## config.mk

```make
export PLATFORM = sky130hd
export DESIGN_NAME = multiply_xor_stream_hash64_top
export DESIGN_NICKNAME = d
export VERILOG_FILES = /design/src/mxh64_pkg.sv /design/src/multiply_xor_stream_hash64_top.sv
export SDC_FILE = /design/constraint.sdc
export NUM_CORES = 2
export LEC_CHECK = 0
export ABC_AREA = 1
export BUFFER_PORTS_ARGS = -buffer_cell sky130_fd_sc_hd__buf_2
export CORE_MARGIN = 2
export CORE_UTILIZATION = 67
export DETAILED_ROUTE_END_ITERATION = 10
export GPL_TIMING_DRIVEN = 0
export PLACE_DENSITY = 0.89
export SETUP_SLACK_MARGIN = 0.02
export SLEW_MARGIN = 20
export SYNTH_ARGS = -nofsm -noshare
export SYNTH_HDL_FRONTEND = slang
export SYNTH_SLANG_ARGS = --single-unit
```

## constraint.sdc

```tcl
create_clock -name clk -period 13.5 [get_ports clk]
set_input_delay 2.7 -clock clk [delete_from_list [all_inputs] [get_ports clk]]
set_output_delay 2.7 -clock clk [all_outputs]
set_load 0.005 [all_outputs]
```

## src/mxh64_pkg.sv

```systemverilog
`default_nettype none

package mxh64_pkg;

    localparam logic [63:0] SEED_CONST  = 64'h9e3779b97f4a7c15;
    localparam int          CHUNK_BYTES = 65536;
    localparam int          CHUNK_POS_W = (CHUNK_BYTES > 1) ? $clog2(CHUNK_BYTES) : 1;

    localparam int CMD_W  = 2;
    localparam int BYTE_W = 8;
    localparam int HASH_W = 64;

    typedef enum logic [CMD_W-1:0] {
        CMD_ABSORB        = 2'd0,
        CMD_ABSORB_FINISH = 2'd1,
        CMD_FINISH        = 2'd2
    } cmd_t;

endpackage

`default_nettype wire

```

## src/multiply_xor_stream_hash64_top.sv

```systemverilog
// From an input transfer to the hash on m_axis, the item passes the input register, then the result register.
// Throughput: one input transfer per cycle except while a finish is stalled; the running-hash update is combinational.
// A finish stalls the input only while the result register holds an untaken hash.
// Reset (rst_n low, asynchronous) empties both registers, loads the seed and clears the count.
`default_nettype none

module multiply_xor_stream_hash64_top (
    input  wire logic                            clk,
    input  wire logic                            rst_n,
    input  wire logic                            s_axis_tvalid,
    output logic                                 s_axis_tready,
    input  wire logic [mxh64_pkg::BYTE_W-1:0]    s_axis_tdata,  // [7:0] data_byte
    input  wire logic [mxh64_pkg::CMD_W-1:0]     s_axis_tuser,  // [1:0] cmd
    output logic                                 m_axis_tvalid,
    input  wire logic                            m_axis_tready,
    output logic [mxh64_pkg::HASH_W-1:0]         m_axis_tdata   // [63:0] hash_value
);
    import mxh64_pkg::*;

    localparam logic [CHUNK_POS_W-1:0] CHUNK_LAST = CHUNK_POS_W'(CHUNK_BYTES - 1);
    localparam logic [31:0]            SEED_LO    = SEED_CONST[31:0];
    localparam logic [31:0]            SEED_HI    = SEED_CONST[63:32];

    logic                   in_valid_reg, in_valid_next;
    logic [CMD_W-1:0]       in_cmd_reg;
    logic [BYTE_W-1:0]      in_byte_reg;

    logic                   out_valid_reg, out_valid_next;
    logic [HASH_W-1:0]      out_hash_reg, out_hash_next;

    logic [HASH_W-1:0]      hash_reg, hash_next;
    logic [HASH_W-1:0]      count_reg, count_next;
    logic [HASH_W-1:0]      done_reg, done_next;
    logic [CHUNK_POS_W-1:0] chunk_pos_reg, chunk_pos_next;

    logic                   do_absorb;
    logic                   do_finish;
    logic                   advance;
    logic                   take_in;

    logic [HASH_W-1:0]      mix_in;
    logic [HASH_W-1:0]      prod_ll;
    logic [31:0]            prod_lh;
    logic [31:0]            prod_hl;
    logic [HASH_W-1:0]      prod;
    logic [HASH_W-1:0]      shuffled;
    logic [HASH_W-1:0]      hash_abs;
    logic [HASH_W-1:0]      count_abs;
    logic [HASH_W-1:0]      done_abs;
    logic [CHUNK_POS_W-1:0] chunk_pos_abs;

    always_comb
    begin
        do_absorb = 1'b0;
        do_finish = 1'b0;
        case (in_cmd_reg)
            CMD_ABSORB:
            begin
                do_absorb = 1'b1;
            end
            CMD_ABSORB_FINISH:
            begin
                do_absorb = 1'b1;
                do_finish = 1'b1;
            end
            CMD_FINISH:
            begin
                do_finish = 1'b1;
            end
            default:
            begin
                do_absorb = 1'b0;
                do_finish = 1'b0;
            end
        endcase
    end

    // A held item moves on unless it carries a hash and the result register is blocked.
    assign advance       = in_valid_reg && !(do_finish && out_valid_reg && !m_axis_tready);
    assign s_axis_tready = !in_valid_reg || advance;
    assign take_in       = s_axis_tvalid && s_axis_tready;

    // The low 64 bits of the product are built from three 32-bit partial products.
    assign mix_in   = hash_reg ^ {{(HASH_W - BYTE_W){in_byte_reg[BYTE_W-1]}}, in_byte_reg};
    assign prod_ll  = {32'd0, mix_in[31:0]} * {32'd0, SEED_LO};
    assign prod_lh  = mix_in[31:0] * SEED_HI;
    assign prod_hl  = mix_in[63:32] * SEED_LO;
    assign prod     = prod_ll + {prod_lh + prod_hl, 32'd0};
    assign shuffled = prod ^ {prod[HASH_W-6:0], 5'd0};

    // done_reg tracks the bytes of all completed chunks without any division.
    assign hash_abs      = do_absorb ? shuffled + done_reg : hash_reg;
    assign count_abs     = do_absorb ? count_reg + 64'd1 : count_reg;
    assign done_abs      = (do_absorb && chunk_pos_reg == CHUNK_LAST)
                           ? done_reg + 64'(CHUNK_BYTES) : done_reg;
    assign chunk_pos_abs = !do_absorb ? chunk_pos_reg
                           : (chunk_pos_reg == CHUNK_LAST) ? '0
                           : chunk_pos_reg + CHUNK_POS_W'(1);

    always_comb
    begin
        in_valid_next  = in_valid_reg;
        out_valid_next = out_valid_reg;
        out_hash_next  = out_hash_reg;
        hash_next      = hash_reg;
        count_next     = count_reg;
        done_next      = done_reg;
        chunk_pos_next = chunk_pos_reg;

        if (out_valid_reg && m_axis_tready)
        begin
            out_valid_next = 1'b0;
        end
        if (advance)
        begin
            in_valid_next = 1'b0;
            if (do_finish)
            begin
                out_valid_next = 1'b1;
                out_hash_next  = hash_abs ^ count_abs ^ {count_abs[31:0], 32'd0};
                hash_next      = SEED_CONST;
                count_next     = '0;
                done_next      = '0;
                chunk_pos_next = '0;
            end
            else
            begin
                hash_next      = hash_abs;
                count_next     = count_abs;
                done_next      = done_abs;
                chunk_pos_next = chunk_pos_abs;
            end
        end
        if (take_in)
        begin
            in_valid_next = 1'b1;
        end
    end

    always_ff @(posedge clk or negedge rst_n)
    begin
        if (!rst_n)
        begin
            in_valid_reg  <= 1'b0;
            out_valid_reg <= 1'b0;
            hash_reg      <= SEED_CONST;
            count_reg     <= '0;
            done_reg      <= '0;
            chunk_pos_reg <= '0;
        end
        else
        begin
            in_valid_reg  <= in_valid_next;
            out_valid_reg <= out_valid_next;
            hash_reg      <= hash_next;
            count_reg     <= count_next;
            done_reg      <= done_next;
            chunk_pos_reg <= chunk_pos_next;
        end
    end

    always_ff @(posedge clk)
    begin
        if (take_in)
        begin
            in_cmd_reg  <= s_axis_tuser;
            in_byte_reg <= s_axis_tdata;
        end
        out_hash_reg <= out_hash_next;
    end

    assign m_axis_tvalid = out_valid_reg;
    assign m_axis_tdata  = out_hash_reg;

endmodule

`default_nettype wire

```

# Word-level counts from Yosys, hierarchy flattened

Index checks and enable logic that the tools add are counted.

Input bits: 14
Bits in latches: 0
Register bits after elaboration: 284
RAM bits: 0
Memories kept: 0
Output and inout bits: 66
ROM bits: 0

Bitwise operators: 4
Equality and inequality tests: 3
Multipliers: 3
$add $sub $neg: 6
Mux-type cells: 16
Reduce and logical (&&, ||, !) cells: 19
Magnitude comparators: 0
Divide/modulo/power cells: 0
Shift-type cells: 0

Operators by type and width:

| operator                                             | count |
|---|---|
| 2-to-1 mux 64 bit                                    | 6 |
| bitwise XOR 64 bit                                   | 4 |
| adder 63 x 64 -> 64 bit                              | 1 |
| adder 64 x 1 -> 64 bit (second input constant)       | 1 |
| adder 64 x 17 -> 64 bit (second input constant)      | 1 |
| adder 64 bit                                         | 1 |
| multiplier 32 x 31 -> 63 bit (second input constant) | 1 |
| 2-to-1 mux 16 bit                                    | 3 |
| adder 32 bit                                         | 1 |
| multiplier 32 x 31 -> 32 bit (second input constant) | 1 |
| multiplier 32 x 32 -> 32 bit (second input constant) | 1 |
| adder 16 x 1 -> 16 bit (second input constant)       | 1 |
| equality test 16 bit (second input constant)         | 1 |
| 2-to-1 mux 1 bit                                     | 7 |
| logical AND 1 bit                                    | 6 |
| AND reduction 2 bit                                  | 3 |
| nonzero test 2 bit                                   | 3 |
| OR reduction 2 bit                                   | 2 |
| zero test 1 bit                                      | 3 |
| equality test 2 x 1 -> 1 bit (second input constant) | 1 |
| equality test 2 bit (second input constant)          | 1 |
| zero test 2 bit                                      | 1 |
| logical OR 1 bit                                     | 1 |

# Longest topological paths before layout

Depth in word-level cells: 10
Gate-level depth with buffers: 66

# Worst setup path before layout

No wires, ideal clock.

Path kind: register to register
Start point: reg in_byte_reg[7]
End point: reg out_hash_reg[63] (netlist: m_axis_tdata[63]) (data pin)
Stages on the path, launching flop included: 60
Setup slack: 1.583 ns
Data required time: 13.248 ns
Arrival: 11.664 ns
Cell sequence: edfxtp_1 -> buf_4 -> buf_4 -> buf_4 -> xor2_1 -> inv_1 -> fa_1 -> inv_1 -> fa_1 -> fa_1 -> ha_1 -> ha_1 -> inv_1 -> fa_1 -> inv_1 -> fa_1 -> fa_1 -> inv_1 -> [... 24 more ...] -> xor2_1 -> ha_1 -> a21oi_1 -> o21ai_0 -> nand2_1 -> o311ai_0 -> a21oi_1 -> nand2_1 -> nor2_1 -> inv_1 -> nand2_1 -> nand2_1 -> nand2_1 -> nand3_1 -> nand3_1 -> nand2_1 -> nand2_1 -> nand2_1

Cells in the longest elaborated chain, start to end: 9
Elaborated cells on any way between the ends: 11
Those cells by class: 3 x add/sub; 3 x mul; 1 x mux; 4 x bitwise

Ends and longest elaborated chain:

| item                                                                                | line                                                                       | RTL |
|---|---|---|
| start, declared                                                                     | multiply_xor_stream_hash64_top.sv:26                                       | `logic [BYTE_W-1:0] in_byte_reg;` |
| start signal, assigned                                                              | multiply_xor_stream_hash64_top.sv:167                                      | `in_byte_reg <= s_axis_tdata;` |
| bitwise XOR 64 bit (*)                                                              | multiply_xor_stream_hash64_top.sv:84                                       | `assign mix_in = hash_reg ^ {{(HASH_W - BYTE_W){in_byte_reg[BYTE_W-1]}}, in_byte_reg};` |
| multiplier 32 x 31 -> 32 bit / multiplier 32 x 32 -> 32 bit (equally long branches) | multiply_xor_stream_hash64_top.sv:87, multiply_xor_stream_hash64_top.sv:86 |  |
| adder 32 bit                                                                        | multiply_xor_stream_hash64_top.sv:88                                       | `assign prod = prod_ll + {prod_lh + prod_hl, 32'd0};` |
| adder 63 x 64 -> 64 bit (*)                                                         | multiply_xor_stream_hash64_top.sv:88                                       |  |
| bitwise XOR 64 bit (*)                                                              | multiply_xor_stream_hash64_top.sv:89                                       | `assign shuffled = prod ^ {prod[HASH_W-6:0], 5'd0};` |
| adder 64 bit (*)                                                                    | multiply_xor_stream_hash64_top.sv:92                                       | `assign hash_abs = do_absorb ? shuffled + done_reg : hash_reg;` |
| 2-to-1 mux 64 bit (*)                                                               | multiply_xor_stream_hash64_top.sv:92                                       |  |
| bitwise XOR 64 bit (*) (2 in a row)                                                 | multiply_xor_stream_hash64_top.sv:120                                      | `out_hash_next = hash_abs ^ count_abs ^ {count_abs[31:0], 32'd0};` |
| end signal, assigned                                                                | multiply_xor_stream_hash64_top.sv:169                                      | `out_hash_reg <= out_hash_next;` |
| end, declared                                                                       | multiply_xor_stream_hash64_top.sv:29                                       | `logic [HASH_W-1:0] out_hash_reg, out_hash_next;` |

Every way passes the cells marked *; elsewhere a longest branch is shown, timed or not.
A chain may end at the register's enable or synchronous reset.

# Worst setup path in the final report

Same ends and word-level chain as after synthesis.

==> metrics <==
grt total ovfl 0; CP endpoint m_axis_tdata[63]$_DFFE_PP_; DR WL/cell 25.8 um; Die Wd 287 um; pre-CTS setup slack -1.89 ns; DP HPWL 167,000 um; reg-to-reg slack, setup -0.52 ns; Post-Syn Nets 7,951; cell area after synthesis 53,500 um^2; Async S/R FF share, synth 72.4%; Hold Startpoint chunk_pos_reg[14]$_DFFE_PN0P_; sequential share of the synthesized area 13.3%; Worst-path clk slew 0.07 ns; CP startpoint in_byte_reg[7]$_DFFE_PP_; Crit path top cell by count nand2_1; Layout area overhead 8.35%; Layout Nets 8,084; DR vias 45.9k; Worst Setup Start Kind flop; final-report max-slew violation count 0; initial core utilization 67.7%; clock root buffer clkbuf_16; Critical Path AT 14.35 ns; Vias/cell 5.98; Critical Path Fanout Max 11; share of cells above drive strength 1 7.52%; Worst R2R Start in_byte_reg[7]$_DFFE_PP_; worst-case clock buffer depth 3; routed wire length 198,000 um; FF-to-FF End m_axis_tdata[63]$_DFFE_PP_; DRT Pass-1 Iters 8; number of flops mapped to enable cells by yosys 74; Setup WS post-layout -0.521 ns; crit-path leading delay family adder cells; Critical Path Max Stage Delay 0.91 ns; CTS H-tree depth 1; total track usage 47.6%; drt drc 0; Fin. Hold Viols 0; Starting DRT DRC Count 5,905; crit share post-route 104%; crit path kind reg2reg; hold buffer count at cts 0; fill cell count 6,026; Multi-input gate area 40,800 um^2; max-cap violations 0; area occupied by registers 7120 um^2; fmax 71.3 MHz; Synth cell types 61; Critical Path End Type flop; Avg Inst Size Synth 8.28 um^2; Final min period 14.02 ns; Hold Crit Class reg2reg; final antenna-violating net count 0; clock sinks 268; TritonCTS Buffers 25; first-pass GRT wire length 284,000 um; CP bufs+invs 11; # rows 103; WHS Path Cells 1; initial antenna violation count 11; met3 Use GR 16.4%; hold_ws 0.490 ns; Die Ht 287 um; worst rel slew slack 21.1%; outcome complete, but fails checks; Worst Skew 0.0379 ns; Seq cells post-synth 268; cell count after synthesis 6,458; GPL Wtd Cong 1.15; Ys Warns 0; gr busiest metal met2; Worst EP required 13.82 ns; met1 Resource Use GR 59.9%; met2 usage 69.5%; Skew-Pair Late Insertion Delay 0.59 ns; vias in the first global route 46.2k; slowest cell on the critical path fa_1; final setup fails 4; CTS tree done; dominant synthesized flop cell dfrtp_1; Worst-Margin Slew 1.18 ns; core box area 79,000 um^2; io pins 80; largest net degree at the start of global routing 95; PortBufs 79; worst-case reg-to-reg path depth 56; total die area 82,100 um^2; violated checks negative setup slack; critical path depth 56
-- area by class of cell --
class	instances	area share [%]
well taps	1050	2.27
plain buffers	98	0.806
clock inverters	18	0.197
multi-input cells	4308	70.5
clock buffers	28	1.10
inverters	1774	11.5
flip-flops and latches	268	12.3
diodes	5	0.0216
repair buffers	116	1.31
-- layer usage --
metal / up-vias / part of all wire, %
met2: 3050 / 42
met1: 22000 / 36
met3: 885 / 14
met4: 10 / 8.9
li1: 20000 / -
met5: - / 0.15
-- cell families after synthesis --
logic type / synth area share, %
AO/OA/AOI/OAI: 6.68
buffers and inverters: 13.2
AND/OR/NAND/NOR: 13.8
XOR/XNOR: 7.66
adder cells (fa/ha/maj): 45.3
other: 0.00701
flip-flops: 13.3
-- synth_stat cells, types with 5 or more instances --
cell type | count | area (um^2)
nand3b_1 | 19 | 143
o21ai_0 | 186 | 931
nand4_1 | 41 | 257
o21a_1 | 12 | 90.1
a221oi_1 | 6 | 52.6
and3_1 | 6 | 37.5
buf_1 | 9 | 33.8
nand3_1 | 190 | 951
a31oi_1 | 38 | 238
o21bai_1 | 9 | 67.6
xnor2_1 | 146 | 1280
nand2_1 | 877 | 3290
dfrtp_1 | 156 | 3900
o211ai_1 | 13 | 97.6
dfstp_2 | 38 | 998
buf_2 | 5 | 25.0
a21oi_1 | 220 | 1100
o21ai_2 | 5 | 43.8
a21boi_0 | 5 | 37.5
nand2_2 | 5 | 31.3
a21o_1 | 18 | 135
or2_2 | 44 | 275
ha_1 | 715 | 8950
nor4_1 | 24 | 150
a211oi_1 | 5 | 37.5
nor3_2 | 7 | 70.1
o21ai_1 | 13 | 65.1
fa_1 | 764 | 15300
o22ai_1 | 72 | 450
clkbuf_1 | 91 | 342
nor2_1 | 414 | 1550
edfxtp_1 | 74 | 2220
xor2_1 | 316 | 2770
nor3_1 | 96 | 480
inv_1 | 1768 | 6640
-- how the worst min path moves through the flow --
stage | to | slack [ns]
floorplan | chunk_pos_reg[14]$_DFFE_PN0P_ | 0.45
global placement | chunk_pos_reg[14]$_DFFE_PN0P_ | 0.47
detailed placement | chunk_pos_reg[14]$_DFFE_PN0P_ | 0.49
CTS | chunk_pos_reg[14]$_DFFE_PN0P_ | 0.50
global route | chunk_pos_reg[9]$_DFFE_PN0P_ | 0.54
finish | chunk_pos_reg[14]$_DFFE_PN0P_ | 0.49
-- stage by stage --
step,util (%),setup TNS [ns],area (um^2),std cells
final,73.3,-1.49,57900,7665
after global routing,73.3,-3.09,57900,7660
after CTS,71.7,0,56600,7632
after detailed placement,70.0,-52.48,55300,7590
after global placement,69.9,-49.97,55200,7587
after floorplan,-,0,53500,6458
-- repair_timing --
action / in CTS / in global routing
gates resized for setup: 109 / 203
setup endpoints to repair: 40 / 40
buffers inserted: 1 / 32
gates cloned: 0 / 1
pin swaps: 5 / 28
-- placed cells by master (no fill, tap or decap), types with 31 or more instances in the layout --
cell      netlist  final
or2_2          44     42
ha_2            0     31
edfxtp_1       74     74
ha_1          715    666
a31oi_1        38     34
inv_1        1768   1748
nand4_1        41     41
xnor2_1       146    112
nand2_1       877    863
a21oi_1       220    197
nor3_1         96     93
nor2_1        414    408
o21ai_0       186    173
dfstp_2        38     38
clkbuf_1       91     83
dfrtp_1       156    156
fa_1          764    758
nand3_1       190    181
xor2_1        316    290
buf_4           3     33
buf_2           5     83
o22ai_1        72     72
Power is not shown: default switching activity piles up to over one toggle a cycle in this logic, so the estimate is an artifact.
